<file path="src/rtl/cbf_queue.sv">
// Two-entry queue between the front and back parts.
`timescale 1ns / 1ps

module cbf_queue #(
    parameter int WIDTH = 8
) (
    input  logic             i_clk,
    input  logic             i_rst_n,
    input  logic             i_push,
    input  logic [WIDTH-1:0] i_data,
    input  logic             i_pop,
    output logic             o_full,
    output logic             o_valid,
    output logic [WIDTH-1:0] o_data
);

    logic [WIDTH-1:0] r_mem [2];
    logic             r_wr_ptr;
    logic             r_rd_ptr;
    logic [1:0]       r_count;

    assign o_full  = (r_count == 2'd2);
    assign o_valid = (r_count != 2'd0);
    assign o_data  = r_mem[r_rd_ptr];

    // Advance pointers and count on each transfer.
    always_ff @(posedge i_clk) begin
        if (!i_rst_n) begin
            r_wr_ptr <= 1'b0;
            r_rd_ptr <= 1'b0;
            r_count  <= 2'd0;
        end else begin
            if (i_push) begin
                r_wr_ptr <= !r_wr_ptr;
            end
            if (i_pop) begin
                r_rd_ptr <= !r_rd_ptr;
            end
            if (i_push && !i_pop) begin
                r_count <= r_count + 2'd1;
            end else if (!i_push && i_pop) begin
                r_count <= r_count - 2'd1;
            end
        end
    end

    always_ff @(posedge i_clk) begin
        if (i_push) begin
            r_mem[r_wr_ptr] <= i_data;
        end
    end

endmodule

</file>
<file path="config.mk">
export PLATFORM = sky130hd
export DESIGN_NAME = cbf_queue
export DESIGN_NICKNAME = d
export VERILOG_FILES = /design/src/rtl/cbf_queue.sv
export SDC_FILE = /design/constraint.sdc
export NUM_CORES = 1
export LEC_CHECK = 0
export BUFFER_PORTS_ARGS = -buffer_cell sky130_fd_sc_hd__buf_2
export CELL_PAD_IN_SITES_DETAIL_PLACEMENT = 1
export CELL_PAD_IN_SITES_GLOBAL_PLACEMENT = 2
export CORE_MARGIN = 8
export CORE_UTILIZATION = 34
export CTS_CLUSTER_SIZE = 30
export DETAILED_ROUTE_END_ITERATION = 16
export PLACE_DENSITY = 0.76
export SLEW_MARGIN = 10
export SYNTH_ARGS = -nofsm -noshare
export SYNTH_HDL_FRONTEND = slang
export SYNTH_SLANG_ARGS = --single-unit
</file>
<file path="constraint.sdc">
create_clock -name i_clk -period 1.6 [get_ports i_clk]
set_clock_uncertainty 0.1 [all_clocks]
set_input_delay 0.16 -clock i_clk [delete_from_list [all_inputs] [get_ports i_clk]]
set_output_delay 0.16 -clock i_clk [all_outputs]
set_load 0.005 [all_outputs]
</file>
==> metrics, run 1 <==
RePlAce Congestion 0.611; area growth from synthesis to final layout 31.4%; vias in the first global route 543; Slew Limit Headroom 75.3%; 1st-iter DRT viols 4; Flop pwr share 61.7%; Worst EP required 1340 ps; post-synthesis sequential area ratio 72.8%; total grt overflow 0; area of the mapped netlist 797 um^2; Core Area 2210 um^2; drt total wl 1.50 mm; largest net degree at the start of global routing 12; critical path arrival 1240 ps; Synth area leader edfxtp_1; Final Hold Vio Count 0; Crit Path Class reg -> out; CP Capture Type output pin; Starting Density 36.0%; Post-synth EDFFs 16; top cells by area, synth edfxtp_1, dfxtp_1, mux2_2, and2_1, xor2_1; fin crit share 93.9%; # rows 17; unrepaired setup endpoints after global routing no; Synth top area share 60.3%; Leak Pwr 0.420 nW; number of synthesized register bits 21; root buffer cell clkbuf_4; H-tree levels 1; Fill cells 239; worst path buffer plus inverter count 1; initial antenna violation count 0; Syn Inst Count 47; post-route ant nets 0; Die H 64.4 um; FF-to-FF setup slack 370 ps; port bufs 21; unique cell type count in the Yosys netlist 16; Net Sw Frac 22.3%; Worst path max stage delay 450 ps; MaxCap Viol Count 0; CP max-delay cell dfxtp_2; CP delay by family, top flip-flops; largest fanout on the critical path 8; Pint 0.000814 W; most numerous cell in the Yosys netlist edfxtp_1; Total Routing Usage GR 8.07%; dominant synthesized flop cell edfxtp_1; first-pass GRT wire length 2.56 mm; Final #Nets 94; final max-slew violation count 0; power share of the clock group 24.1%; die width 64.4 um; drt pass-1 iters 4; min cycle time layout 1500 ps; asr flop ratio synth 0%; Setup crit start kind register; WL per Instance 13.9 um; TNS Setup 0 ps; via density per instance 4.40; DP HPWL 1.09 mm; Hold WC Path Type in -> reg; final core occ 47.3%; Clk pin slew, worst setup/hold paths 110 ps; Commonest cells post-synth edfxtp_1, mux2_2, dfxtp_1; layout cells sized above 1 45.0%; CTS Buf Count 3; # DRC 0; CTS max path bufs 2; final setup fails 0; combinational share of power 14.2%; YS warnings 0; Psw 0.000234 W; CTS tree yes; synthesized net count 60; Mapped Avg Cell Area 17.0 um^2; Critical Path, Cell by Cell mux2_2 > buf_2; Clock Latency Late Sink 300 ps; die area 4150 um^2; clk sinks 21; Peak supply drop 0.405 mV; Cell Pwr Density 1000 nW/um^2; Slew @ Worst Pin 371 ps; I/O pin cnt 22; Vias 475; fmax 665 MHz; status finished clean; antenna cells 0
==> cells in the final DEF, fill, tap and decap left out, drive strengths merged, types with 2 or more instances in the layout <==
cell and n:
clkbuf 4, edfxtp 16, and2 4, dfxtp 5, xor2 2, dlygate4sd3 8, nor2b 2, mux2 8
buf 22
==> worst register-to-register path: stages (launching register included) <==
cell and delay (ps):
dfxtp_1 340, nor2b_1 290, buf_4 230
==> layer usage <==
metal,global-route usage (%),wire [um],vias to the layer above
met1,8.88,636,219
met4,5.72,40,0
li1,-,-,234
met5,0,0,-
met3,3.78,126,5
met2,12.0,697,17
==> what timing repair did <==
item | 4_1_cts | 5_1_grt
gates resized for setup | 1 | 0
setup buffers | 0 | 0
hold buffers | 8 | 0
endpoints found under the hold margin | 16 | 0
setup endpoints to repair | 8 | 0
==> stage by stage <==
stage / hold slack [ps] / worst slack (ps) / area, um^2 / std cells / power, W
after floorplan: 159 / 396 / 797 / 47 / 0.000730
after global placement: 251 / 300 / 940 / 96 / 0.000789
after detailed placement: 255 / 301 / 940 / 96 / 0.000796
after CTS: 12.0 / 66.6 / 1050 / 108 / 0.00106
after global routing: 21.4 / 14.7 / 1050 / 108 / 0.00110
final: 18.7 / 97.4 / 1050 / 108 / 0.00105
==> state kept, by name (all words and copies together), names as in the netlist, named ones only <==
register / cells
r_rd_ptr: 1
r_count: 2
r_mem: 16
r_wr_ptr: 1
==> power groups by stage <==
stage | sequential [W] | combinational (W) | clock [W]
6_report | 0.000647 | 0.000148 | 0.000253
5_1_grt | 0.000653 | 0.000166 | 0.000282
4_1_cts | 0.000648 | 0.000153 | 0.000262
3_5_place_dp | 0.000659 | 0.000137 | 0
3_3_place_gp | 0.000657 | 0.000132 | 0
2_1_floorplan | 0.000647 | 0.0000832 | 0
==> worst paths after layout <==
path | startpoint | to | cells after the start
worst max-delay path | register | o_data[4] | 2
worst min-delay path | i_rst_n | r_count[0] | 2
worst max register to register | r_wr_ptr | r_mem[0][2] | 2
worst min register to register | r_count[1] | r_count[1] | 2
==> layout make-up <==
cell class / instances / area [um^2] / area share (%)
Clock buffer: 4 / 26.3 / 2.51
Inverter: 1 / 3.75 / 0.358
Multi-Input combinational cell: 24 / 208 / 19.8
Sequential cell: 21 / 582 / 55.6
Tap cell: 28 / 35.0 / 3.35
Timing Repair Buffer: 30 / 193 / 18.4
==> kinds of logic (layout without fill, tap and decap cells) <==
family,Yosys count,in the layout,share of synthesized area [%]
xor gates and xnor gates,3,3,3.30
adders and majority gates,1,1,1.57
AOI/OAI and AO/OA,3,3,2.51
and+or+nand+nor,9,9,7.38
buffers and inverters,2,35,1.10
DFF,21,21,72.8
muxes,8,8,11.3
No activity file was read; power rests on OpenSTA's default activity.
==> run 2, diff against run 1 <==
--- a/config.mk
+++ b/config.mk
@@ -8,7 +8,6 @@
 export BUFFER_PORTS_ARGS = -buffer_cell sky130_fd_sc_hd__buf_2
 export CELL_PAD_IN_SITES_DETAIL_PLACEMENT = 1
 export CELL_PAD_IN_SITES_GLOBAL_PLACEMENT = 2
-export CORE_MARGIN = 8
 export CORE_UTILIZATION = 34
 export CTS_CLUSTER_SIZE = 30
 export DETAILED_ROUTE_END_ITERATION = 16
==> run 2 against run 1 <==
Compared with the run above:
- first-iteration DRC count is 75% lower
- non-clock buffer count stayed put
- core utilization stayed put
- combinational power hardly changed
- largest power group unchanged
==> metrics, run 2 (synthesis results as in run 1) <==
RePlAce Congestion 0.636 (+4.2%); drt total wl 1.29 mm (-14%); fin crit share 93.3% (-0.59 points); area growth from synthesis to final layout 31.4% (unchanged); layout cells sized above 1 45.0% (unchanged); R2R Path Start r_count[0]; largest fanout on the critical path 8 (unchanged); Worst Hold Depth 2 (unchanged); Vias 483 (+1.7%); hold_sp i_rst_n; via density per instance 4.47 (+1.7%); critical path arrival 1230 ps (about the same); placement-stage cell area 940 um^2 (unchanged); antenna cells 0 (unchanged); setup repair bufs after CTS 0 (unchanged); largest reg by FF count r_mem; 1st-iter DRT viols 1 (-3); Starting Density 36.0% (unchanged); Non-Filler Instances 108 (unchanged); Slew @ Worst Pin 382 ps (+10.7 ps); overall power 0.00104 W (-0.89%); die width 50.4 um (-22%); Core Area 2210 um^2 (unchanged); RR Endpoint r_count[1]; # rows 17 (unchanged); Final Hold Vio Count 0 (unchanged); final worst setup slack 107 ps (+9.48 ps); WL per Instance 11.9 um (-14%); total grt overflow 0 (unchanged); Leak Pwr 0.420 nW (unchanged); Slew Limit Headroom 74.5% (-0.72 points); setup slack at placement 229 ps (-72.3 ps); clk sinks 21 (unchanged); final setup fails 0 (unchanged); die area 2540 um^2 (-39%); Worst Hold Path EP r_wr_ptr; Clk pin slew, worst setup/hold paths 110 ps (about the same); post-route ant nets 0 (unchanged); Worst EP required 1340 ps (about the same); global route hottest layer met2; status finished clean; global routing usage on met1 14.8% (+5.9 points); met3 capacity usage during global routing 2.73% (-1.1 points); Hold WC Path Type in -> reg; Placed Cells 96 (unchanged); unrepaired setup endpoints after global routing no; MaxCap Viol Count 0 (unchanged); vias in the first global route 438 (-19%); Total Routing Usage GR 11.1% (+3.0 points); port bufs 21 (unchanged); first-pass GRT wire length 1.98 mm (-23%); TNS Setup 0 ps (unchanged); leading cell type in the layout, fill and taps excluded buf_2; fmax 670 MHz (+0.64%); leading registers by flop count r_mem (16), r_count (2); CTS max path bufs 2 (unchanged); drt pass-1 iters 3 (-1); Final #Nets 94 (unchanged); Setup crit start kind register; Die H 50.4 um (-22%); Crit Path Class reg -> out; most frequent cells in the layout buf_2, edfxtp_1, mux2_2, dlygate4sd3_1; H-tree levels 1 (unchanged); largest net degree at the start of global routing 12 (unchanged); min cycle time layout 1490 ps (-9.48 ps); Fill cells 251 (+5.0%); Clock Latency Late Sink 290 ps (about the same); final max-slew violation count 0 (unchanged); met2 Track Usage GR 17.3% (+5.3 points); CTS Buf Count 3 (unchanged); CP Capture Type output pin; root buffer cell clkbuf_4; final instance area 1050 um^2 (unchanged); Peak supply drop 0.508 mV (+26%); CTS tree yes; Cell Pwr Density 992 nW/um^2 (-0.89%); FF-to-FF setup slack 400 ps (+30 ps); I/O pin cnt 22 (unchanged); initial antenna violation count 0 (unchanged); DP HPWL 937 um (-14%); R2R depth 3 (+1); Largest register FFs 16 (unchanged); # DRC 0 (unchanged)
run 2: metal layers:
metal	routed length, um	up-vias
met2	627	15
met3	63	2
met4	18	0
met5	0	-
met1	579	231
li1	-	235
run 2: worst max-delay path by stage:
stage                  start           to  slack (ps)  cells after the start
global placement    register    o_data[2]         310                      2
global route        register    o_data[7]          60                      2
floorplan           r_wr_ptr  r_mem[0][0]         400                      1
finish              register    o_data[7]         110                      2
CTS                 register    o_data[7]          80                      2
detailed placement    i_push   r_count[1]         230                      4
run 2: area by class of cell:
class / count / area (um^2) / area share, %
Clock buffer: 4 / 26.3 / 2.51
Timing Repair Buffer: 30 / 193 / 18.4
Sequential cell: 21 / 582 / 55.6
Tap cell: 28 / 35.0 / 3.35
Inverter: 1 / 3.75 / 0.358
Multi-Input combinational cell: 24 / 208 / 19.8
run 2: critical path, stage by stage, from the launching register on:
cell and delay, ps:
dfxtp_2 450, mux2_2 360, buf_2 120
run 2: where the power goes:
part	internal, W	switching (W)
Sequential	0.000624	0.0000226
Clock	0.0000970	0.000147
Combinational	0.0000918	0.0000555
run 2: stage by stage:
step	hold slack, ps	utilization, %
3_3_place_gp	250	42.5
5_1_grt	14.3	47.3
6_report	10.2	47.3
3_5_place_dp	252	42.5
2_1_floorplan	159	-
4_1_cts	9.67	47.3
run 2: what timing repair did:
item | in CTS | in global routing
hold buffers | 8 | 0
hold endpoints to repair | 16 | 0
endpoints found under the setup margin | 8 | 0
resized for setup | 1 | 0
==> run 3, diff against run 2 <==
--- a/config.mk
+++ b/config.mk
@@ -12,6 +12,7 @@
 export CTS_CLUSTER_SIZE = 30
 export DETAILED_ROUTE_END_ITERATION = 16
 export PLACE_DENSITY = 0.76
+export RECOVER_POWER = 25
 export SLEW_MARGIN = 10
 export SYNTH_ARGS = -nofsm -noshare
 export SYNTH_HDL_FRONTEND = slang
==> run 3 against run 2 <==
Compared with the run above:
- non-clock buffer count unchanged
- critical path type unchanged
- critical path depth unchanged
- register-to-register slack about the same
- sequential share of layout area up 0.20 points
- first-iteration DRC count unchanged
- worst setup slack about the same
- via count unchanged
- total power about the same
- die area unchanged
- wire length down 0.47%
- clock-buffer cell count unchanged
- worst hold slack unchanged
- critical endpoint unchanged
==> metrics, run 3 (synthesis results as in run 1) <==
H-tree levels 1 (unchanged); CP delay by family, top flip-flops; most frequent cells in the layout buf_2, edfxtp_1, mux2_2, dlygate4sd3_1; total grt overflow 0 (unchanged); setup slack at placement 229 ps (unchanged); final setup fails 0 (unchanged); final worst setup slack 107 ps (+0.322 ps); root buffer cell clkbuf_4; Hold WC Path Type in -> reg; # DRC 0 (unchanged); CTS Buf Count 3 (unchanged); first-pass GRT wire length 1.98 mm (unchanged); Core Area 2210 um^2 (unchanged); I/O pin cnt 22 (unchanged); Critical Path, Cell by Cell mux2_2 > buf_2; Vias 483 (unchanged); Cell Pwr Density 994 nW/um^2 (+0.26%); CTS tree yes; hold slack 10.2 ps (unchanged); Slew @ Worst Pin 382 ps (unchanged); RePlAce Congestion 0.636 (unchanged); final max-slew violation count 0 (unchanged); via density per instance 4.47 (unchanged); clk sinks 21 (unchanged); Starting Density 36.0% (unchanged); global route hottest layer met2; Setup crit start kind register; WL per Instance 11.9 um (-0.47%); initial antenna violation count 0 (unchanged); status finished clean; TNS Setup 0 ps (unchanged); die area 2540 um^2 (unchanged); met2 Track Usage GR 17.3% (unchanged); DP HPWL 937 um (unchanged); drt total wl 1.28 mm (-0.47%); final core occ 47.2% (-0.17 points); die width 50.4 um (unchanged); Clk pin slew, worst setup/hold paths 110 ps (about the same); layout cells sized above 1 41.3% (-3.8 points); Crit Path Class reg -> out; Largest register FFs 16 (unchanged); critical path arrival 1230 ps (about the same); # rows 17 (unchanged); Worst EP required 1340 ps (about the same); area growth from synthesis to final layout 30.9%; Worst path max stage delay 450 ps (about the same); Slew Limit Headroom 74.5% (unchanged); vias in the first global route 438 (unchanged); Total Routing Usage GR 11.1% (unchanged); leading cell type in the layout, fill and taps excluded buf_2; largest reg by FF count r_mem; Die H 50.4 um (unchanged); unrepaired setup endpoints after global routing no; CTS max path bufs 2 (unchanged); 1st-iter DRT viols 1 (unchanged); global routing usage on met1 14.8% (unchanged); Leak Pwr 0.411 nW (-2.0%); met3 capacity usage during global routing 2.73% (unchanged); CP Capture Type output pin; worst path buffer plus inverter count 1 (unchanged); min cycle time layout 1490 ps (-0.322 ps); largest fanout on the critical path 8 (unchanged); MaxCap Viol Count 0 (unchanged); antenna cells 0 (unchanged); post-route ant nets 0 (unchanged); leading registers by flop count r_mem (16), r_count (2); CP max-delay cell dfxtp_2; hold_sp i_rst_n; fin crit share 93.3% (about the same); port bufs 21 (unchanged); Final Hold Vio Count 0 (unchanged); setup repair bufs after CTS 0 (unchanged); Peak supply drop 0.508 mV (about the same); fmax 670 MHz (about the same); R2R Path Start r_count[0]; Final #Nets 94 (unchanged); drt pass-1 iters 3 (unchanged); largest net degree at the start of global routing 12 (unchanged); Clock Latency Late Sink 290 ps (about the same)
## run 3: cell types whose count changed in the layout (fill, tap and decap cells not counted), sizes merged
cell,before,now
buf,22,19
clkbuf,4,7
## run 3: final timing paths
check / cells past startpoint / slack, ps / end
worst min-delay path: 2 / 10 / r_wr_ptr
worst min register to register: 2 / 470 / r_count[1]
worst max register to register: 3 / 400 / r_count[1]
worst max-delay path: 2 / 110 / o_data[7]
## run 3: report_power, final
group	switching (W)	internal, W
logic	0.0000555	0.0000908
registers	0.0000226	0.000624
clock network	0.000147	0.0000970
## run 3: what timing repair did
| item | 4_1_cts | 5_1_grt |
|---|---|---|
| hold buffers | 8 | 0 |
| gates resized for setup | 1 | 0 |
| endpoints found under the hold margin | 16 | 0 |
| endpoints found under the setup margin | 8 | 0 |
## run 3: cell type report
type                       instances  area, um^2
inverter                           1        3.75
tap                               28        35.0
multi-input combinational         24         208
clock buffer                       4        26.3
sequential                        21         582
timing repair buffer              30         189
fill                             250        1170
## run 3: per-stage QoR
step                      total power (W)  instance area (um^2)  std cells
final                             0.00104                  1040        108
after floorplan                  0.000730                   797         47
after detailed placement         0.000796                   940         96
after global placement           0.000786                   940         96
after global routing              0.00108                  1040        108
after CTS                         0.00105                  1050        108
## run 3: per-layer routing
metal | wire length (um) | up-vias
li1 | - | 235
met1 | 574 | 231
met2 | 627 | 15
met3 | 63 | 2
met4 | 18 | 0
met5 | 0 | -
