--- config.mk ---
export PLATFORM = sky130hd
export DESIGN_NAME = cbf_back_flat
export DESIGN_NICKNAME = d
export VERILOG_FILES = /design/src/rtl/cbf_pkg.sv /design/src/rtl/cbf_point_if.sv /design/src/rtl/cbf_back.sv /design/src/flat_wrapper.sv
export SDC_FILE = /design/constraint.sdc
export NUM_CORES = 2
export LEC_CHECK = 0
export ABC_AREA = 1
export BUFFER_PORTS_ARGS = -buffer_cell sky130_fd_sc_hd__buf_2
export CAP_MARGIN = 20
export CORE_MARGIN = 2
export CORE_UTILIZATION = 30
export CTS_CLUSTER_SIZE = 25
export DETAILED_ROUTE_END_ITERATION = 10
export GPL_TIMING_DRIVEN = 1
export SLEW_MARGIN = 40
export SYNTH_ARGS = -nofsm -noshare
export SYNTH_HDL_FRONTEND = slang
export SYNTH_SLANG_ARGS = --single-unit
--- constraint.sdc ---
create_clock -name i_clk -period 20.7 [get_ports i_clk]
set_clock_uncertainty 0.15 [all_clocks]
set_input_delay 5.175 -clock i_clk [delete_from_list [all_inputs] [get_ports i_clk]]
set_output_delay 5.175 -clock i_clk [all_outputs]
set_load 0.1 [all_outputs]
--- src/rtl/cbf_pkg.sv ---
// Shared types, constants and width helpers of the Bezier flattener.
`timescale 1ns / 1ps

package cbf_pkg;

    // Default number of line segments per curve (legal range 1 to 63).
    localparam int SEGMENTS_DEF = 20;

    // Field widths.
    localparam int COORD_W   = 16;
    localparam int DPI_W     = 8;
    localparam int CFG_IDX_W = 2;
    localparam int CFG_DAT_W = 8;

    // Configuration register indexes.
    localparam logic [CFG_IDX_W-1:0] REG_ENABLED = 2'd0;
    localparam logic [CFG_IDX_W-1:0] REG_DPI_X   = 2'd1;
    localparam logic [CFG_IDX_W-1:0] REG_DPI_Y   = 2'd2;

    // Reset values of the scale registers.
    localparam logic [DPI_W-1:0] DPI_RESET = 8'd100;

    // Live configuration seen by the front and back parts.
    typedef struct packed {
        logic             enabled;
        logic [DPI_W-1:0] dpi_x;
        logic [DPI_W-1:0] dpi_y;
    } t_cfg;

    // Per-point flags carried down the output pipeline.
    typedef struct packed {
        logic is_cut;
        logic final_point;
        logic accepted;
    } t_flags;

    // Bits needed to hold SEGMENTS cubed.
    function automatic int cube_width(input int segs);
        return $clog2(segs * segs * segs + 1);
    endfunction

    // Width of the forward-difference accumulators.
    function automatic int acc_width(input int segs);
        return cube_width(segs) + 22;
    endfunction

    // Queue entry: enable flag plus start value and three differences per axis.
    function automatic int entry_width(input int segs);
        return 8 * acc_width(segs) + 1;
    endfunction

endpackage

--- src/rtl/cbf_point_if.sv ---
// Path point output channel: dot coordinates and point flags.
`timescale 1ns / 1ps

interface cbf_point_if;
    logic                                valid;
    logic                                ready;
    logic signed [cbf_pkg::COORD_W-1:0] x_dots;
    logic signed [cbf_pkg::COORD_W-1:0] y_dots;
    logic                                is_cut;
    logic                                final_point;
    logic                                accepted;

    modport source (output valid, x_dots, y_dots, is_cut, final_point, accepted,
                    input ready);
    modport sink   (input valid, x_dots, y_dots, is_cut, final_point, accepted,
                    output ready);
endinterface

--- src/rtl/cbf_back.sv ---
// Back part: steps each curve by forward differences, scales and rounds points.
`timescale 1ns / 1ps

module cbf_back #(
    parameter int  SEGMENTS = cbf_pkg::SEGMENTS_DEF,
    localparam int ENT_W    = cbf_pkg::entry_width(SEGMENTS)
) (
    input  logic             i_clk,
    input  logic             i_rst_n,
    input  cbf_pkg::t_cfg    i_cfg,
    input  logic             i_q_valid,
    input  logic [ENT_W-1:0] i_entry,
    output logic             o_pop,
    cbf_point_if.source      o_point
);

    localparam int     KW     = cbf_pkg::cube_width(SEGMENTS);
    localparam int     ACC_W  = cbf_pkg::acc_width(SEGMENTS);
    localparam int     CNT_W  = $clog2(SEGMENTS + 1);
    localparam longint K_L    = longint'(SEGMENTS) * SEGMENTS * SEGMENTS;
    // floor(log2 K): the low bits dropped before the reciprocal multiply
    localparam int     H      = KW - 1;
    localparam int     MW     = KW + 17;
    localparam int     T_W    = MW - H;
    localparam int     L2     = 17;
    localparam int     R_W    = 18;
    localparam longint R_L    = (longint'(1) << (L2 + H)) / K_L;
    localparam int     PROD_W = T_W + R_W;
    localparam int     Q_W    = PROD_W - L2;
    localparam int     N_W    = ACC_W + cbf_pkg::DPI_W + 1;
    localparam int     FULL_W = KW + Q_W;
    localparam int     REM_W  = KW + 2;
    localparam int     OW     = cbf_pkg::COORD_W;

    localparam logic [R_W-1:0]        RECIP   = R_W'(R_L);
    localparam logic signed [N_W-1:0] HALF_D  = N_W'(128 * K_L);
    localparam logic signed [N_W-1:0] OFFSET  = N_W'(32768 * K_L);
    localparam logic [REM_W-1:0]      K_REM   = REM_W'(K_L);
    localparam logic [REM_W-1:0]      K2_REM  = REM_W'(2 * K_L);
    localparam logic [FULL_W-1:0]     K_FULL  = FULL_W'(K_L);
    localparam logic [CNT_W-1:0]      LAST_I  = CNT_W'(SEGMENTS);
    localparam logic [OW-1:0]         BIAS    = OW'(32768);

    // Point generator state
    logic                    r_busy;
    logic                    r_en;
    logic [CNT_W-1:0]        r_cnt;
    logic signed [ACC_W-1:0] r_p  [2];
    logic signed [ACC_W-1:0] r_d1 [2];
    logic signed [ACC_W-1:0] r_d2 [2];
    logic signed [ACC_W-1:0] r_d3 [2];

    // Scaling pipeline
    logic                    r_s1_valid, r_s2_valid, r_s3_valid, r_o_valid;
    cbf_pkg::t_flags         r_s1_fl, r_s2_fl, r_s3_fl, r_o_fl;
    logic [MW-1:0]           r_s1_m  [2];
    logic [MW-1:0]           r_s2_m  [2];
    logic [Q_W-1:0]          r_s2_qe [2];
    logic [Q_W-1:0]          r_s3_qe [2];
    logic [REM_W-1:0]        r_s3_rem [2];
    logic [OW-1:0]           r_o_val [2];

    logic                    adv;
    logic                    gen_last;
    logic                    take_next;
    logic [cbf_pkg::DPI_W-1:0] dpi [2];
    logic signed [N_W-1:0]   n_scaled [2];
    logic [PROD_W-1:0]       prod [2];
    logic [FULL_W-1:0]       rem_full [2];
    logic [Q_W-1:0]          q_fix [2];
    cbf_pkg::t_flags         gen_fl;

    // The whole pipe moves when the output register is free or being taken.
    assign adv       = !r_o_valid || o_point.ready;
    assign gen_last  = !r_en || (r_cnt == LAST_I);
    assign take_next = adv && (!r_busy || gen_last);
    assign o_pop     = take_next && i_q_valid;

    assign dpi[0] = i_cfg.dpi_x;
    assign dpi[1] = i_cfg.dpi_y;

    assign gen_fl.is_cut      = (r_cnt != '0);
    assign gen_fl.final_point = gen_last;
    assign gen_fl.accepted    = r_en;

    // Load the next curve or step the differences.
    always_ff @(posedge i_clk) begin
        if (!i_rst_n) begin
            r_busy <= 1'b0;
        end else if (take_next) begin
            r_busy <= i_q_valid;
        end
    end

    always_ff @(posedge i_clk) begin
        if (o_pop) begin
            r_en  <= i_entry[ENT_W-1];
            r_cnt <= '0;
            for (int a = 0; a < 2; a++) begin
                r_p[a]  <= i_entry[(a*4+0)*ACC_W +: ACC_W];
                r_d1[a] <= i_entry[(a*4+1)*ACC_W +: ACC_W];
                r_d2[a] <= i_entry[(a*4+2)*ACC_W +: ACC_W];
                r_d3[a] <= i_entry[(a*4+3)*ACC_W +: ACC_W];
            end
        end else if (adv && r_busy) begin
            r_cnt <= r_cnt + CNT_W'(1);
            for (int a = 0; a < 2; a++) begin
                r_p[a]  <= r_p[a] + r_d1[a];
                r_d1[a] <= r_d1[a] + r_d2[a];
                r_d2[a] <= r_d2[a] + r_d3[a];
            end
        end
    end

    // Scale by dpi, add half a dot, drop the 1/256, bias to non-negative.
    always_comb begin
        for (int a = 0; a < 2; a++) begin
            n_scaled[a] = N_W'(r_p[a]) * N_W'($signed({1'b0, dpi[a]}));
            n_scaled[a] = ((n_scaled[a] + HALF_D) >>> 8) + OFFSET;
        end
    end

    // Estimate the quotient by K from the top bits times a reciprocal.
    always_comb begin
        for (int a = 0; a < 2; a++) begin
            prod[a] = PROD_W'(r_s1_m[a][MW-1:H]) * PROD_W'(RECIP);
        end
    end

    // Remainder of the estimate, then the correction of up to two.
    always_comb begin
        for (int a = 0; a < 2; a++) begin
            rem_full[a] = FULL_W'(r_s2_m[a]) - FULL_W'(r_s2_qe[a]) * K_FULL;
            if (r_s3_rem[a] >= K2_REM) begin
                q_fix[a] = r_s3_qe[a] + Q_W'(2);
            end else if (r_s3_rem[a] >= K_REM) begin
                q_fix[a] = r_s3_qe[a] + Q_W'(1);
            end else begin
                q_fix[a] = r_s3_qe[a];
            end
        end
    end

    always_ff @(posedge i_clk) begin
        if (!i_rst_n) begin
            r_s1_valid <= 1'b0;
            r_s2_valid <= 1'b0;
            r_s3_valid <= 1'b0;
            r_o_valid  <= 1'b0;
        end else if (adv) begin
            r_s1_valid <= r_busy;
            r_s2_valid <= r_s1_valid;
            r_s3_valid <= r_s2_valid;
            r_o_valid  <= r_s3_valid;
        end
    end

    always_ff @(posedge i_clk) begin
        if (adv) begin
            r_s1_fl <= gen_fl;
            r_s2_fl <= r_s1_fl;
            r_s3_fl <= r_s2_fl;
            r_o_fl  <= r_s3_fl;
            for (int a = 0; a < 2; a++) begin
                r_s1_m[a]   <= n_scaled[a][MW-1:0];
                r_s2_m[a]   <= r_s1_m[a];
                r_s2_qe[a]  <= prod[a][PROD_W-1:L2];
                r_s3_qe[a]  <= r_s2_qe[a];
                r_s3_rem[a] <= rem_full[a][REM_W-1:0];
                // Remove the bias of 32768 dots.
                r_o_val[a]  <= q_fix[a][OW-1:0] ^ BIAS;
            end
        end
    end

    assign o_point.valid       = r_o_valid;
    assign o_point.x_dots      = r_o_val[0];
    assign o_point.y_dots      = r_o_val[1];
    assign o_point.is_cut      = r_o_fl.is_cut;
    assign o_point.final_point = r_o_fl.final_point;
    assign o_point.accepted    = r_o_fl.accepted;

endmodule

--- src/flat_wrapper.sv ---
// flat-port wrapper written by rule: the top's interface ports become plain ports
module cbf_back_flat 
#(
    parameter int  SEGMENTS = cbf_pkg::SEGMENTS_DEF,
    localparam int ENT_W    = cbf_pkg::entry_width(SEGMENTS)
)
  (i_clk, i_rst_n, i_cfg, i_q_valid, i_entry, o_pop, o_point_valid, o_point_x_dots, o_point_y_dots, o_point_is_cut, o_point_final_point, o_point_accepted, o_point_ready);
  cbf_point_if o_point_i ();
  input  logic i_clk;
  input  logic i_rst_n;
  input  cbf_pkg::t_cfg i_cfg;
  input  logic i_q_valid;
  input  logic [ENT_W-1:0] i_entry;
  output logic o_pop;
  output wire logic [$bits(o_point_i.valid)-1:0] o_point_valid;
  output wire logic [$bits(o_point_i.x_dots)-1:0] o_point_x_dots;
  output wire logic [$bits(o_point_i.y_dots)-1:0] o_point_y_dots;
  output wire logic [$bits(o_point_i.is_cut)-1:0] o_point_is_cut;
  output wire logic [$bits(o_point_i.final_point)-1:0] o_point_final_point;
  output wire logic [$bits(o_point_i.accepted)-1:0] o_point_accepted;
  input wire logic [$bits(o_point_i.ready)-1:0] o_point_ready;
  assign o_point_valid = o_point_i.valid;
  assign o_point_x_dots = o_point_i.x_dots;
  assign o_point_y_dots = o_point_i.y_dots;
  assign o_point_is_cut = o_point_i.is_cut;
  assign o_point_final_point = o_point_i.final_point;
  assign o_point_accepted = o_point_i.accepted;
  assign o_point_i.ready = o_point_ready;
  cbf_back #(.SEGMENTS(SEGMENTS)) u_core (.i_clk(i_clk), .i_rst_n(i_rst_n), .i_cfg(i_cfg), .i_q_valid(i_q_valid), .i_entry(i_entry), .o_pop(o_pop), .o_point(o_point_i));
endmodule
==> impl_metrics.env <==
export IMPL_status="completed"
export IMPL_synth_most_common_cell="nand2_1"
export IMPL_hp_class="flip-flop to flip-flop"
export IMPL_required_ns=15.38
export IMPL_crit_path_start_kind="input pin"
export IMPL_synth_compound_area_share_pct=8.90
export IMPL_top_usage_layer="met2"
export IMPL_min_from="u_core.r_s1_m[0][39]$_DFFE_PN_"
export IMPL_synth_xor_xnor_area_share_pct=4.10
export IMPL_clock_latency_ns=0.72
export IMPL_arrival_ns=6.83
export IMPL_worstRegToRegCells=24
export IMPL_post_cts_buffers=0
export IMPL_synth_mux_area_share_pct=0
export IMPL_tightest_slew_ns=1.01
export IMPL_area_growth_syn_to_layout_pct=10.9
export IMPL_grt_pass1_wl_microns=259000
export IMPL_met2_usage_pct=27.6
export IMPL_place_congestion=0.958
export IMPL_hold_buffers=0
export IMPL_r2r_start="u_core.r_p[0][50]$_DFFE_PP_"
export IMPL_yosysSeqAreaShare_pct=24.8
export IMPL_reg2reg_slack_ns=14.56
export IMPL_finalHoldViolCount=0
export IMPL_finalWorstSetupSlack_ns=8.54
export IMPL_filler_cell_count=19978
export IMPL_grt_use_total_pct=16.3
export IMPL_grt_util_met1_pct=21.5
export IMPL_antenna_found_initial=8
export IMPL_synth_top_area_share_pct=24.5
export IMPL_max_freq_mhz=82.3
export IMPL_wl_per_cell_microns=16.3
export IMPL_drt_wl_total_microns=163000
export IMPL_drc=0
export IMPL_synth_seq_cells=483
export IMPL_syn_num_nets=8656
export IMPL_async_flop_share_pct=0
export IMPL_cp_max_fo=67
export IMPL_cts_root_buf="clkbuf_16"
export IMPL_setup_viol=0
export IMPL_stdcell_count=9986
export IMPL_hold_depth=0
export IMPL_synth_top_cells_by_count="nand2_1, inv_1, ha_1, fa_1, edfxtp_1"
export IMPL_grt_ovfl_total=0
export IMPL_grtUsageMet3_pct=1.98
export IMPL_cts_buffer_depth=3
export IMPL_final_nets=8898
export IMPL_synth_area_leader_cell="edfxtp_1"
export IMPL_avgSynthCellArea_sq_um=8.10
export IMPL_synth_simple_area_share_pct=19.8
export IMPL_fin_crit_sh_pct=58.7
export IMPL_syn_cell_area_sq_um=58000
export IMPL_ios=339
export IMPL_synth_top_family_by_area="adder cells"
export IMPL_dp_cells=9872
export IMPL_fp_dieW_microns=444
export IMPL_core_sq_um=192000
export IMPL_cts_clk_slew_worst_paths_ns=0.06
export IMPL_min_to="u_core.r_s2_m[0][39]$_DFFE_PN_"
export IMPL_r2r_end="u_core.r_s1_m[0][59]$_DFFE_PN_"
export IMPL_rows=161
export IMPL_cts_repair_resized=0
export IMPL_drt_iter0_markers=2626
export IMPL_dpl_worst_slack_ns=8.48
export IMPL_start_util_pct=30.2
export IMPL_finalCriticalPeriod_ns=12.16
export IMPL_design_die_area_sq_um=197000
export IMPL_synth_fa_ha_area_share_pct=32.0
export IMPL_drtAntennaViolNets=0
export IMPL_grt_pass1_vias=48184
export IMPL_htreeDepth=2
export IMPL_cts_tree="built"
export IMPL_num_vias=47026
export IMPL_maxCapViolations=0
export IMPL_relSlewSlack_pct=32.0
export IMPL_yosys_warnings=0
export IMPL_dr_pass1_iters=6
export IMPL_synth_cells=7166
export IMPL_synth_flop_cell="edfxtp_1"
export IMPL_vias_per_cell=4.71
export IMPL_crit_type="input pin to output port"
export IMPL_tns_ns=0
export IMPL_grt_max_degree=90
export IMPL_ys_types=63
export IMPL_cp_end_kind="output port"
export IMPL_rsz0062_at_grt="false"
export IMPL_report_final_slew_viol_count=0
export IMPL_fp_dieH_microns=444
export IMPL_drive_above_1_share_pct=7.95
export IMPL_cts_sinks=483
export IMPL_portBuffers=337
export IMPL_synth_edff_count=473
export IMPL_cts_buffers_inserted=60
export IMPL_synth_area_top_cells="edfxtp_1, fa_1, ha_1"
export IMPL_final_util_pct=33.5
export IMPL_place_hpwl_microns=135000
layout by cell type (no fill, tap or decap), types with 28 or more instances in the layout:
cell type | netlist | final
xor2_1 | 159 | 159
nor2_1 | 428 | 428
nand3b_1 | 42 | 42
ha_1 | 694 | 694
buf_2 | 32 | 337
fa_1 | 494 | 494
inv_1 | 1391 | 1388
nand4_1 | 50 | 50
o21bai_1 | 55 | 55
nand2_1 | 1777 | 1776
nand3_1 | 250 | 250
or2_2 | 28 | 28
a21o_1 | 38 | 38
xnor2_1 | 111 | 111
a31oi_1 | 66 | 66
nor3_1 | 58 | 58
clkbuf_16 | 0 | 60
nand2_2 | 44 | 44
edfxtp_1 | 473 | 473
o21ai_0 | 273 | 273
a21oi_1 | 332 | 332
registers in the layout (all words and copies together), names as in the netlist, 5 cells and up:
register and count:
u_core.r_d2 70, u_core.r_s2_qe 32, u_core.r_s3_qe 32, u_core.r_d3 70
u_core.r_s2_m 18, u_core.r_d1 70, u_core.r_p 70, u_core.r_cnt 5
u_core.r_o_val 32, u_core.r_s3_rem 18, u_core.r_s1_m 48
cells by family (layout without fill, tap and decap cells):
kind of cell             Yosys count  count (layout)
AND/OR/NAND/NOR                 2756            2756
buffers and inverters           1572            1863
adder cells (fa/ha/maj)         1188            1188
AO/OA/AOI/OAI                    896             896
flip-flops                       483             483
XOR/XNOR                         271             271
other                              0               3
worst max-delay path by stage:
| stage | slack, ns | startpoint | cells after the start | to |
|---|---|---|---|---|
| after global placement | 8.53 | o_point_ready | 6 | o_pop |
| after CTS | 8.49 | o_point_ready | 6 | o_pop |
| after floorplan | 3.71 | o_point_ready | 4 | o_pop |
| after detailed placement | 8.48 | o_point_ready | 6 | o_pop |
| after global routing | 8.43 | o_point_ready | 6 | o_pop |
| final | 8.54 | o_point_ready | 6 | o_pop |
worst max-delay path, stage by stage:
cell	delay [ns]
buf_2	0.09
nor2_2	0.07
inv_8	0.34
nand3_2	0.26
inv_2	0.33
buf_2	0.55
cell type report:
class / instances / area, sq um / area share (%)
inverter: 1403 / 5280 / 8.21
timing repair buffer: 349 / 1800 / 2.80
sequential: 483 / 14400 / 22.4
clock buffer: 67 / 1530 / 2.37
antenna: 3 / 7.51 / 0.0117
tap: 2526 / 3160 / 4.91
multi-input combinational: 5111 / 37600 / 58.4
clock inverter: 44 / 571 / 0.886
through the flow:
| step | hold slack (ns) | instance area [sq um] |
|---|---|---|
| final | 0.264 | 64400 |
| after global routing | 0.265 | 64400 |
| after CTS | 0.268 | 64400 |
| after detailed placement | 0.255 | 62300 |
| after global placement | 0.253 | 62200 |
| after floorplan | 0.250 | 58000 |
per-layer routing:
metal	wire, microns	vias up	share of wire (%)
met4	6180	10	3.8
met3	7200	253	4.4
li1	-	23405	-
met5	55	-	0.034
met2	75200	1082	46
met1	73900	22276	45
Power is not shown: default switching activity piles up to over one toggle a cycle in this logic, so the estimate is an artifact.
