## src/rtl/cbf_pkg.sv

```systemverilog
// Shared types, constants and width helpers of the Bezier flattener.
`timescale 1ns / 1ps

package cbf_pkg;

    // Default number of line segments per curve (legal range 1 to 63).
    localparam int SEGMENTS_DEF = 20;

    // Field widths.
    localparam int COORD_W   = 16;
    localparam int DPI_W     = 8;
    localparam int CFG_IDX_W = 2;
    localparam int CFG_DAT_W = 8;

    // Configuration register indexes.
    localparam logic [CFG_IDX_W-1:0] REG_ENABLED = 2'd0;
    localparam logic [CFG_IDX_W-1:0] REG_DPI_X   = 2'd1;
    localparam logic [CFG_IDX_W-1:0] REG_DPI_Y   = 2'd2;

    // Reset values of the scale registers.
    localparam logic [DPI_W-1:0] DPI_RESET = 8'd100;

    // Live configuration seen by the front and back parts.
    typedef struct packed {
        logic             enabled;
        logic [DPI_W-1:0] dpi_x;
        logic [DPI_W-1:0] dpi_y;
    } t_cfg;

    // Per-point flags carried down the output pipeline.
    typedef struct packed {
        logic is_cut;
        logic final_point;
        logic accepted;
    } t_flags;

    // Bits needed to hold SEGMENTS cubed.
    function automatic int cube_width(input int segs);
        return $clog2(segs * segs * segs + 1);
    endfunction

    // Width of the forward-difference accumulators.
    function automatic int acc_width(input int segs);
        return cube_width(segs) + 22;
    endfunction

    // Queue entry: enable flag plus start value and three differences per axis.
    function automatic int entry_width(input int segs);
        return 8 * acc_width(segs) + 1;
    endfunction

endpackage

```

## src/rtl/cbf_curve_if.sv

```systemverilog
// Curve input channel: four control points in signed Q7.8 inches.
`timescale 1ns / 1ps

interface cbf_curve_if;
    logic                                valid;
    logic                                ready;
    logic signed [cbf_pkg::COORD_W-1:0] start_x;
    logic signed [cbf_pkg::COORD_W-1:0] start_y;
    logic signed [cbf_pkg::COORD_W-1:0] ctrl1_x;
    logic signed [cbf_pkg::COORD_W-1:0] ctrl1_y;
    logic signed [cbf_pkg::COORD_W-1:0] ctrl2_x;
    logic signed [cbf_pkg::COORD_W-1:0] ctrl2_y;
    logic signed [cbf_pkg::COORD_W-1:0] end_x;
    logic signed [cbf_pkg::COORD_W-1:0] end_y;

    modport source (output valid, start_x, start_y, ctrl1_x, ctrl1_y,
                    ctrl2_x, ctrl2_y, end_x, end_y, input ready);
    modport sink   (input valid, start_x, start_y, ctrl1_x, ctrl1_y,
                    ctrl2_x, ctrl2_y, end_x, end_y, output ready);
endinterface

```

## src/rtl/cbf_front.sv

```systemverilog
// Front part: takes curves, forms coefficients and forward-difference seeds.
`timescale 1ns / 1ps

module cbf_front #(
    parameter int  SEGMENTS = cbf_pkg::SEGMENTS_DEF,
    localparam int ENT_W    = cbf_pkg::entry_width(SEGMENTS)
) (
    input  logic               i_clk,
    input  logic               i_rst_n,
    input  cbf_pkg::t_cfg      i_cfg,
    cbf_curve_if.sink          i_curve,
    input  logic               i_full,
    output logic               o_push,
    output logic [ENT_W-1:0]   o_entry
);

    localparam int ACC_W = cbf_pkg::acc_width(SEGMENTS);
    localparam int CO_W  = 21;
    localparam int PT_W  = cbf_pkg::COORD_W;

    localparam logic signed [CO_W-1:0]  THREE   = CO_W'(3);
    localparam logic signed [ACC_W-1:0] SEG_A   = ACC_W'(SEGMENTS);
    localparam logic signed [ACC_W-1:0] SEG2_A  = ACC_W'(SEGMENTS * SEGMENTS);
    localparam logic signed [ACC_W-1:0] SEG3_A  = ACC_W'(SEGMENTS * SEGMENTS * SEGMENTS);
    localparam logic signed [ACC_W-1:0] TWOSEG_A = ACC_W'(2 * SEGMENTS);
    localparam logic signed [ACC_W-1:0] SIX_A   = ACC_W'(6);

    logic                   r_f_valid;
    logic                   r_f_en;
    logic signed [PT_W-1:0] r_f_p0 [2];
    logic signed [CO_W-1:0] r_f_c  [2];
    logic signed [CO_W-1:0] r_f_b  [2];
    logic signed [CO_W-1:0] r_f_a  [2];

    logic                   accept;
    logic signed [PT_W-1:0] pt [2][4];
    logic signed [CO_W-1:0] c_new [2];
    logic signed [CO_W-1:0] b_new [2];
    logic signed [CO_W-1:0] a_new [2];
    logic signed [ACC_W-1:0] seed [2][4];

    // Hold a curve until the queue takes its seeds.
    assign i_curve.ready = !r_f_valid || !i_full;
    assign accept        = i_curve.valid && i_curve.ready;
    assign o_push        = r_f_valid && !i_full;

    assign pt[0][0] = i_curve.start_x;
    assign pt[0][1] = i_curve.ctrl1_x;
    assign pt[0][2] = i_curve.ctrl2_x;
    assign pt[0][3] = i_curve.end_x;
    assign pt[1][0] = i_curve.start_y;
    assign pt[1][1] = i_curve.ctrl1_y;
    assign pt[1][2] = i_curve.ctrl2_y;
    assign pt[1][3] = i_curve.end_y;

    // Form the polynomial coefficients per axis.
    always_comb begin
        for (int a = 0; a < 2; a++) begin
            c_new[a] = THREE * (CO_W'(pt[a][1]) - CO_W'(pt[a][0]));
            b_new[a] = THREE * (CO_W'(pt[a][2]) - CO_W'(pt[a][1])) - c_new[a];
            a_new[a] = (CO_W'(pt[a][3]) - CO_W'(pt[a][0])) - c_new[a] - b_new[a];
        end
    end

    // Capture coefficients; a rejected curve carries all-zero values.
    always_ff @(posedge i_clk) begin
        if (!i_rst_n) begin
            r_f_valid <= 1'b0;
        end else if (accept) begin
            r_f_valid <= 1'b1;
        end else if (o_push) begin
            r_f_valid <= 1'b0;
        end
    end

    always_ff @(posedge i_clk) begin
        if (accept) begin
            r_f_en <= i_cfg.enabled;
            for (int a = 0; a < 2; a++) begin
                r_f_p0[a] <= i_cfg.enabled ? pt[a][0] : '0;
                r_f_c[a]  <= i_cfg.enabled ? c_new[a] : '0;
                r_f_b[a]  <= i_cfg.enabled ? b_new[a] : '0;
                r_f_a[a]  <= i_cfg.enabled ? a_new[a] : '0;
            end
        end
    end

    // Seeds in units of 1/SEGMENTS^3: start value and three differences.
    always_comb begin
        for (int a = 0; a < 2; a++) begin
            seed[a][0] = ACC_W'(r_f_p0[a]) * SEG3_A;
            seed[a][1] = ACC_W'(r_f_c[a]) * SEG2_A + ACC_W'(r_f_b[a]) * SEG_A
                         + ACC_W'(r_f_a[a]);
            seed[a][2] = ACC_W'(r_f_b[a]) * TWOSEG_A + ACC_W'(r_f_a[a]) * SIX_A;
            seed[a][3] = ACC_W'(r_f_a[a]) * SIX_A;
        end
    end

    always_comb begin
        o_entry[ENT_W-1] = r_f_en;
        for (int a = 0; a < 2; a++) begin
            for (int f = 0; f < 4; f++) begin
                o_entry[(a*4+f)*ACC_W +: ACC_W] = seed[a][f];
            end
        end
    end

endmodule

```

## src/flat_wrapper.sv

```systemverilog
// flat-port wrapper written by rule: the top's interface ports become plain ports
module cbf_front_flat 
#(
    parameter int  SEGMENTS = cbf_pkg::SEGMENTS_DEF,
    localparam int ENT_W    = cbf_pkg::entry_width(SEGMENTS)
)
  (i_clk, i_rst_n, i_cfg, i_full, o_push, o_entry, i_curve_valid, i_curve_start_x, i_curve_start_y, i_curve_ctrl1_x, i_curve_ctrl1_y, i_curve_ctrl2_x, i_curve_ctrl2_y, i_curve_end_x, i_curve_end_y, i_curve_ready);
  cbf_curve_if i_curve_i ();
  input  logic i_clk;
  input  logic i_rst_n;
  input  cbf_pkg::t_cfg i_cfg;
  input  logic i_full;
  output logic o_push;
  output logic [ENT_W-1:0] o_entry;
  input wire logic [$bits(i_curve_i.valid)-1:0] i_curve_valid;
  input wire logic [$bits(i_curve_i.start_x)-1:0] i_curve_start_x;
  input wire logic [$bits(i_curve_i.start_y)-1:0] i_curve_start_y;
  input wire logic [$bits(i_curve_i.ctrl1_x)-1:0] i_curve_ctrl1_x;
  input wire logic [$bits(i_curve_i.ctrl1_y)-1:0] i_curve_ctrl1_y;
  input wire logic [$bits(i_curve_i.ctrl2_x)-1:0] i_curve_ctrl2_x;
  input wire logic [$bits(i_curve_i.ctrl2_y)-1:0] i_curve_ctrl2_y;
  input wire logic [$bits(i_curve_i.end_x)-1:0] i_curve_end_x;
  input wire logic [$bits(i_curve_i.end_y)-1:0] i_curve_end_y;
  output wire logic [$bits(i_curve_i.ready)-1:0] i_curve_ready;
  assign i_curve_i.valid = i_curve_valid;
  assign i_curve_i.start_x = i_curve_start_x;
  assign i_curve_i.start_y = i_curve_start_y;
  assign i_curve_i.ctrl1_x = i_curve_ctrl1_x;
  assign i_curve_i.ctrl1_y = i_curve_ctrl1_y;
  assign i_curve_i.ctrl2_x = i_curve_ctrl2_x;
  assign i_curve_i.ctrl2_y = i_curve_ctrl2_y;
  assign i_curve_i.end_x = i_curve_end_x;
  assign i_curve_i.end_y = i_curve_end_y;
  assign i_curve_ready = i_curve_i.ready;
  cbf_front #(.SEGMENTS(SEGMENTS)) u_core (.i_clk(i_clk), .i_rst_n(i_rst_n), .i_cfg(i_cfg), .i_curve(i_curve_i), .i_full(i_full), .o_push(o_push), .o_entry(o_entry));
endmodule
```

## config.mk

```make
export PLATFORM = sky130hd
export DESIGN_NAME = cbf_front_flat
export DESIGN_NICKNAME = d
export VERILOG_FILES = /design/src/rtl/cbf_pkg.sv /design/src/rtl/cbf_curve_if.sv /design/src/rtl/cbf_front.sv /design/src/flat_wrapper.sv
export SDC_FILE = /design/constraint.sdc
export NUM_CORES = 2
export LEC_CHECK = 0
export ABC_AREA = 1
export BUFFER_PORTS_ARGS = -buffer_cell sky130_fd_sc_hd__buf_2
export CORE_MARGIN = 2
export CORE_UTILIZATION = 33
export DETAILED_ROUTE_END_ITERATION = 16
export PLACE_DENSITY_LB_ADDON = 0.2
export SYNTH_ARGS = -nofsm -noshare
export SYNTH_HDL_FRONTEND = slang
export SYNTH_SLANG_ARGS = --single-unit
```

## constraint.sdc

```tcl
create_clock -name i_clk -period 12.5 [get_ports i_clk]
set_input_delay 2.5 -clock i_clk [delete_from_list [all_inputs] [get_ports i_clk]]
set_output_delay 2.5 -clock i_clk [all_outputs]
set_load 0.05 [all_outputs]
```

==> insert_results.sql <==
INSERT INTO impl_metrics (metric_group, metric, value, unit) VALUES
('clocking', 'cts.repair_timing.setup_buffer_count', '0', ''),
('setup_path', 'reg2reg_to', 'u_core.r_f_a[0][18]', ''),
('die', 'floorplan.rows', '127', ''),
('global_routing', 'total_global_route_track_usage', '18.54', '%'),
('setup_path', 'criticalPathCategory', 'input pin to flop', ''),
('die', 'chipHeight', '351.3', 'um'),
('placed_design', 'dpl.hpwl', '104000', 'um'),
('clocking', 'cts.clk_slew.worst_paths', '0.08', 'ns'),
('sta', 'tightestPinTransition', '1.072', 'ns'),
('logic_synthesis', 'synth-seq-cells', '160', ''),
('setup_path', 'required', '12.73', 'ns'),
('setup_path', 'rr_startpoint', 'u_core.r_f_valid', ''),
('drt', 'drt-total-wl', '115700', 'um'),
('hold_path', 'min-delay-path-class', 'flop to flop', ''),
('clocking', 'worst_skew_pair.late_latency', '0.48', 'ns'),
('cells_and_area', 'drive_above_1_share', '8.907', '%'),
('sta', 'setup_repair_after_global_routing_missed_its_margin', 'no', ''),
('clocking', 'post_cts_resize_count', '0', ''),
('die', 'design.die.area', '0.1234', 'mm^2'),
('logic_synthesis', 'synthesis.area_per_instance', '7.794', 'um^2'),
('drt', 'drtIter0Drc', '1996', ''),
('drt', 'drt_pre_antenna_iters', '5', ''),
('logic_synthesis', 'synthesis.yosys.warnings', '0', ''),
('setup_path', 'cp.arrival', '11.32', 'ns'),
('drt', 'num_vias', '33890', ''),
('clocking', 'clk_path_buf_depth', '2', ''),
('hold_path', 'min_path_cells', '2', ''),
('global_routing', 'grt_overflow_total', '0', ''),
('sta', 'min_period', '11.09', 'ns'),
('sta', 'fin_worst_skew', '0.01970', 'ns'),
('logic_synthesis', 'netlist-cell-type-count', '55', ''),
('setup_path', 'setup.reg_to_reg.worst_slack', '10.22', 'ns'),
('logic_synthesis', 'synth_cells', '5106', ''),
('cells_and_area', 'syn2layout_area_growth', '10.53', '%'),
('setup_path', 'endpoint_class_of_the_critical_path', 'flop', ''),
('run_status', 'result_of_the_run', 'completed', ''),
('sta', 'max_clock_freq', '90.15', 'MHz'),
('global_routing', 'grt_max_degree', '143', ''),
('sta', 'min_period_over_period', '88.74', '%'),
('drt', 'wl_per_cell', '16.31', 'um'),
('sta', 'setup_tns', '0', 'ns'),
('logic_synthesis', 'syn-cell-area', '0.03979', 'mm^2'),
('clocking', 'cts_num_sinks', '160', ''),
('placed_design', 'io_buffers', '399', ''),
('die', 'dieWidth', '351.3', 'um'),
('clocking', 'cts.root.buffer_cell', 'clkbuf_16', ''),
('clocking', 'tritoncts', 'done', ''),
('setup_path', 'timing.reg2reg.worst_path_depth', '2', ''),
('setup_path', 'crit_path_max_fanout', '5', ''),
('drt', 'detail-route-antenna-nets', '0', ''),
('drt', 'detail_route.vias_per_cell', '4.777', ''),
('global_routing', 'antenna_found_initial', '29', ''),
('sta', 'slew_headroom', '28.54', '%'),
('sta', 'max_slew_vio_count', '0', ''),
('sta', 'final-hold-violation-count', '0', ''),
('global_routing', 'grt_pass1_vias', '32200', ''),
('die', 'core_area', '0.1198', 'mm^2'),
('clocking', 'holdBufCountCts', '0', ''),
('placed_design', 'globalplace.congestion', '0.9105', ''),
('die', 'initial_core_util', '33.21', '%'),
('cells_and_area', 'num-fill-cells', '12940', ''),
('hold_path', 'worstHoldEndpoint', 'u_core.r_f_valid', ''),
('sta', 'setup-violations-final', '0', ''),
('drt', 'drc', '0', ''),
('setup_path', 'max_stage_delay', '0.74', 'ns'),
('clocking', 'cts_buffers', '17', ''),
('setup_path', 'element_type_at_the_critical_path_start', 'input pin', ''),
('clocking', 'htree_levels', '4', ''),
('logic_synthesis', 'seq_area_frac_synth', '12.05', '%'),
('setup_path', 'crit_path_top_delay_cell', 'o311ai_0', ''),
('setup_path', 'crit_top_cell', 'inv_1', ''),
('global_routing', 'grt_pass1_wl', '178400', 'um'),
('run', 'maxCapViolations', '0', ''),
('cells_and_area', 'num-nets-final', '6708', ''),
('die', 'io-pin-count', '432', ''),
('hold_path', 'hold_path.startpoint', 'u_core.r_f_valid', '');
[final cells by class]
cell class	instances	area, um^2	share of cell area [%]
diodes	3	7.507	0.01707
well taps	1612	2017	4.586
repair buffers	405	2057	4.677
inverters	1044	3919	8.909
flip-flops and latches	160	4795	10.90
clock inverters	14	155.1	0.3527
clock buffers	17	425.4	0.9672
multi-input cells	3839	30610	69.59
[how the worst max path moves through the flow]
| stage | end | slack (ns) | start | cells past startpoint |
|---|---|---|---|---|
| after floorplan | u_core.r_f_a[0][0] | 1.59 | i_curve_valid | 2 |
| after global routing | u_core.r_f_a[0][41] | 0.62 | i_curve_start_y[2] | 43 |
| final | u_core.r_f_a[0][41] | 1.41 | i_curve_start_y[2] | 43 |
| after global placement | u_core.r_f_a[0][41] | 1.10 | i_curve_start_y[2] | 43 |
| after detailed placement | u_core.r_f_a[0][41] | 0.99 | i_curve_start_y[2] | 43 |
| after CTS | u_core.r_f_a[0][41] | 1.46 | i_curve_start_y[2] | 43 |
[per-stage QoR]
step | utilization [%] | hold slack, ns | worst slack [ns] | area, um^2 | std cells
4_1_cts | 36.71 | 0.5437 | 1.459 | 43980 | 7091
3_5_place_dp | 36.22 | 0.5301 | 0.9879 | 43400 | 7060
5_1_grt | 36.71 | 0.5849 | 0.6190 | 43980 | 7092
6_report | 36.71 | 0.5353 | 1.408 | 43980 | 7094
2_1_floorplan | - | 0.8457 | 1.589 | 39850 | 5121
3_3_place_gp | 36.22 | 0.5221 | 1.102 | 43400 | 7060
[synth_stat cells, drive strengths merged]
cell	n	share of area (%)
nand3b	6	0.11
and3	4	0.063
dfxtp	1	0.050
o21bai	36	0.68
xnor2	133	2.9
nor3	45	0.57
nand3	147	1.9
o211a	2	0.050
a2111oi	2	0.044
o2111ai	2	0.044
a31o	6	0.13
clkbuf	14	0.16
inv	1044	9.8
o21a	18	0.34
buf	64	1.2
a21o	15	0.28
a31oi	28	0.44
a2111o	1	0.028
xor2	296	6.5
nor4	21	0.33
and2	1	0.016
a211oi	7	0.13
conb	1	0.0094
o31ai	15	0.28
a21boi	21	0.40
o221a	1	0.028
nor2	264	2.5
nand2	816	7.9
o22ai	1	0.016
o311ai	2	0.044
nand4	29	0.46
a221oi	2	0.044
edfxtp	159	12
ha	795	25
or2	5	0.079
a21oi	541	6.9
nor3b	3	0.069
o21ai	226	2.8
a22oi	1	0.019
o211ai	23	0.43
fa	297	15
o221ai	11	0.24
[cells by family after synthesis]
family	synth area share, %
AO/OA/AOI/OAI	13.38
XOR/XNOR	9.442
adder cells (fa/ha/maj)	39.94
buffers and inverters	11.20
flip-flops	12.05
other	0.009423
AND/OR/NAND/NOR	13.98
[routing by layer]
metal	vias to the layer above	share of wire [%]	track usage (%)
li1	17400	-	-
met1	15700	53	29.04
met5	-	0.18	0
met4	34	1.1	2.634
met2	674	41	27.13
met3	81	4.7	2.512
[critical path, delay by kind of cell]
family / cells / cell delay [ns]
AO/OA/AOI/OAI: 12 / 2.97
adder cells (fa/ha/maj): 7 / 2.68
buffers and inverters: 8 / 0.49
AND/OR/NAND/NOR: 12 / 1.58
XOR/XNOR: 4 / 1.08
[state kept, by name, summed over array words and instances, names as in the netlist]
register / count
u_core.r_f_a: 42
u_core.r_f_b: 42
u_core.r_f_c: 42
u_core.r_f_p0: 32
u_core.r_f_en: 1
u_core.r_f_valid: 1
[cells in the final DEF (no fill, tap or decap), types with 4 or more instances in the layout]
master / netlist / final
conb_1: 1 / 16
nand3b_1: 6 / 6
a21boi_1: 9 / 9
inv_2: 6 / 7
a21oi_2: 6 / 6
a31o_2: 6 / 6
nor4_1: 21 / 21
o211ai_1: 23 / 23
nand2_4: 4 / 4
buf_4: 61 / 6
o21bai_1: 36 / 36
nand2_1: 798 / 798
inv_6: 0 / 4
inv_1: 1038 / 1037
o221ai_1: 11 / 11
clkbuf_16: 0 / 17
a31oi_1: 28 / 28
a211oi_1: 7 / 7
a21boi_0: 12 / 12
o21ai_0: 189 / 189
nand3_2: 4 / 4
nand4_1: 29 / 29
xor2_1: 296 / 296
o21ai_1: 37 / 37
fa_1: 297 / 297
o21a_1: 18 / 18
nor2_1: 260 / 260
o31ai_1: 15 / 15
a21oi_1: 535 / 534
a21o_1: 15 / 15
buf_2: 0 / 398
nand2_2: 14 / 14
edfxtp_1: 159 / 159
nor3_1: 45 / 45
or2_2: 5 / 5
and3_1: 4 / 4
xnor2_1: 133 / 133
ha_1: 795 / 795
nand3_1: 143 / 143
Power is not shown: default switching activity piles up to over one toggle a cycle in this logic, so the estimate is an artifact.
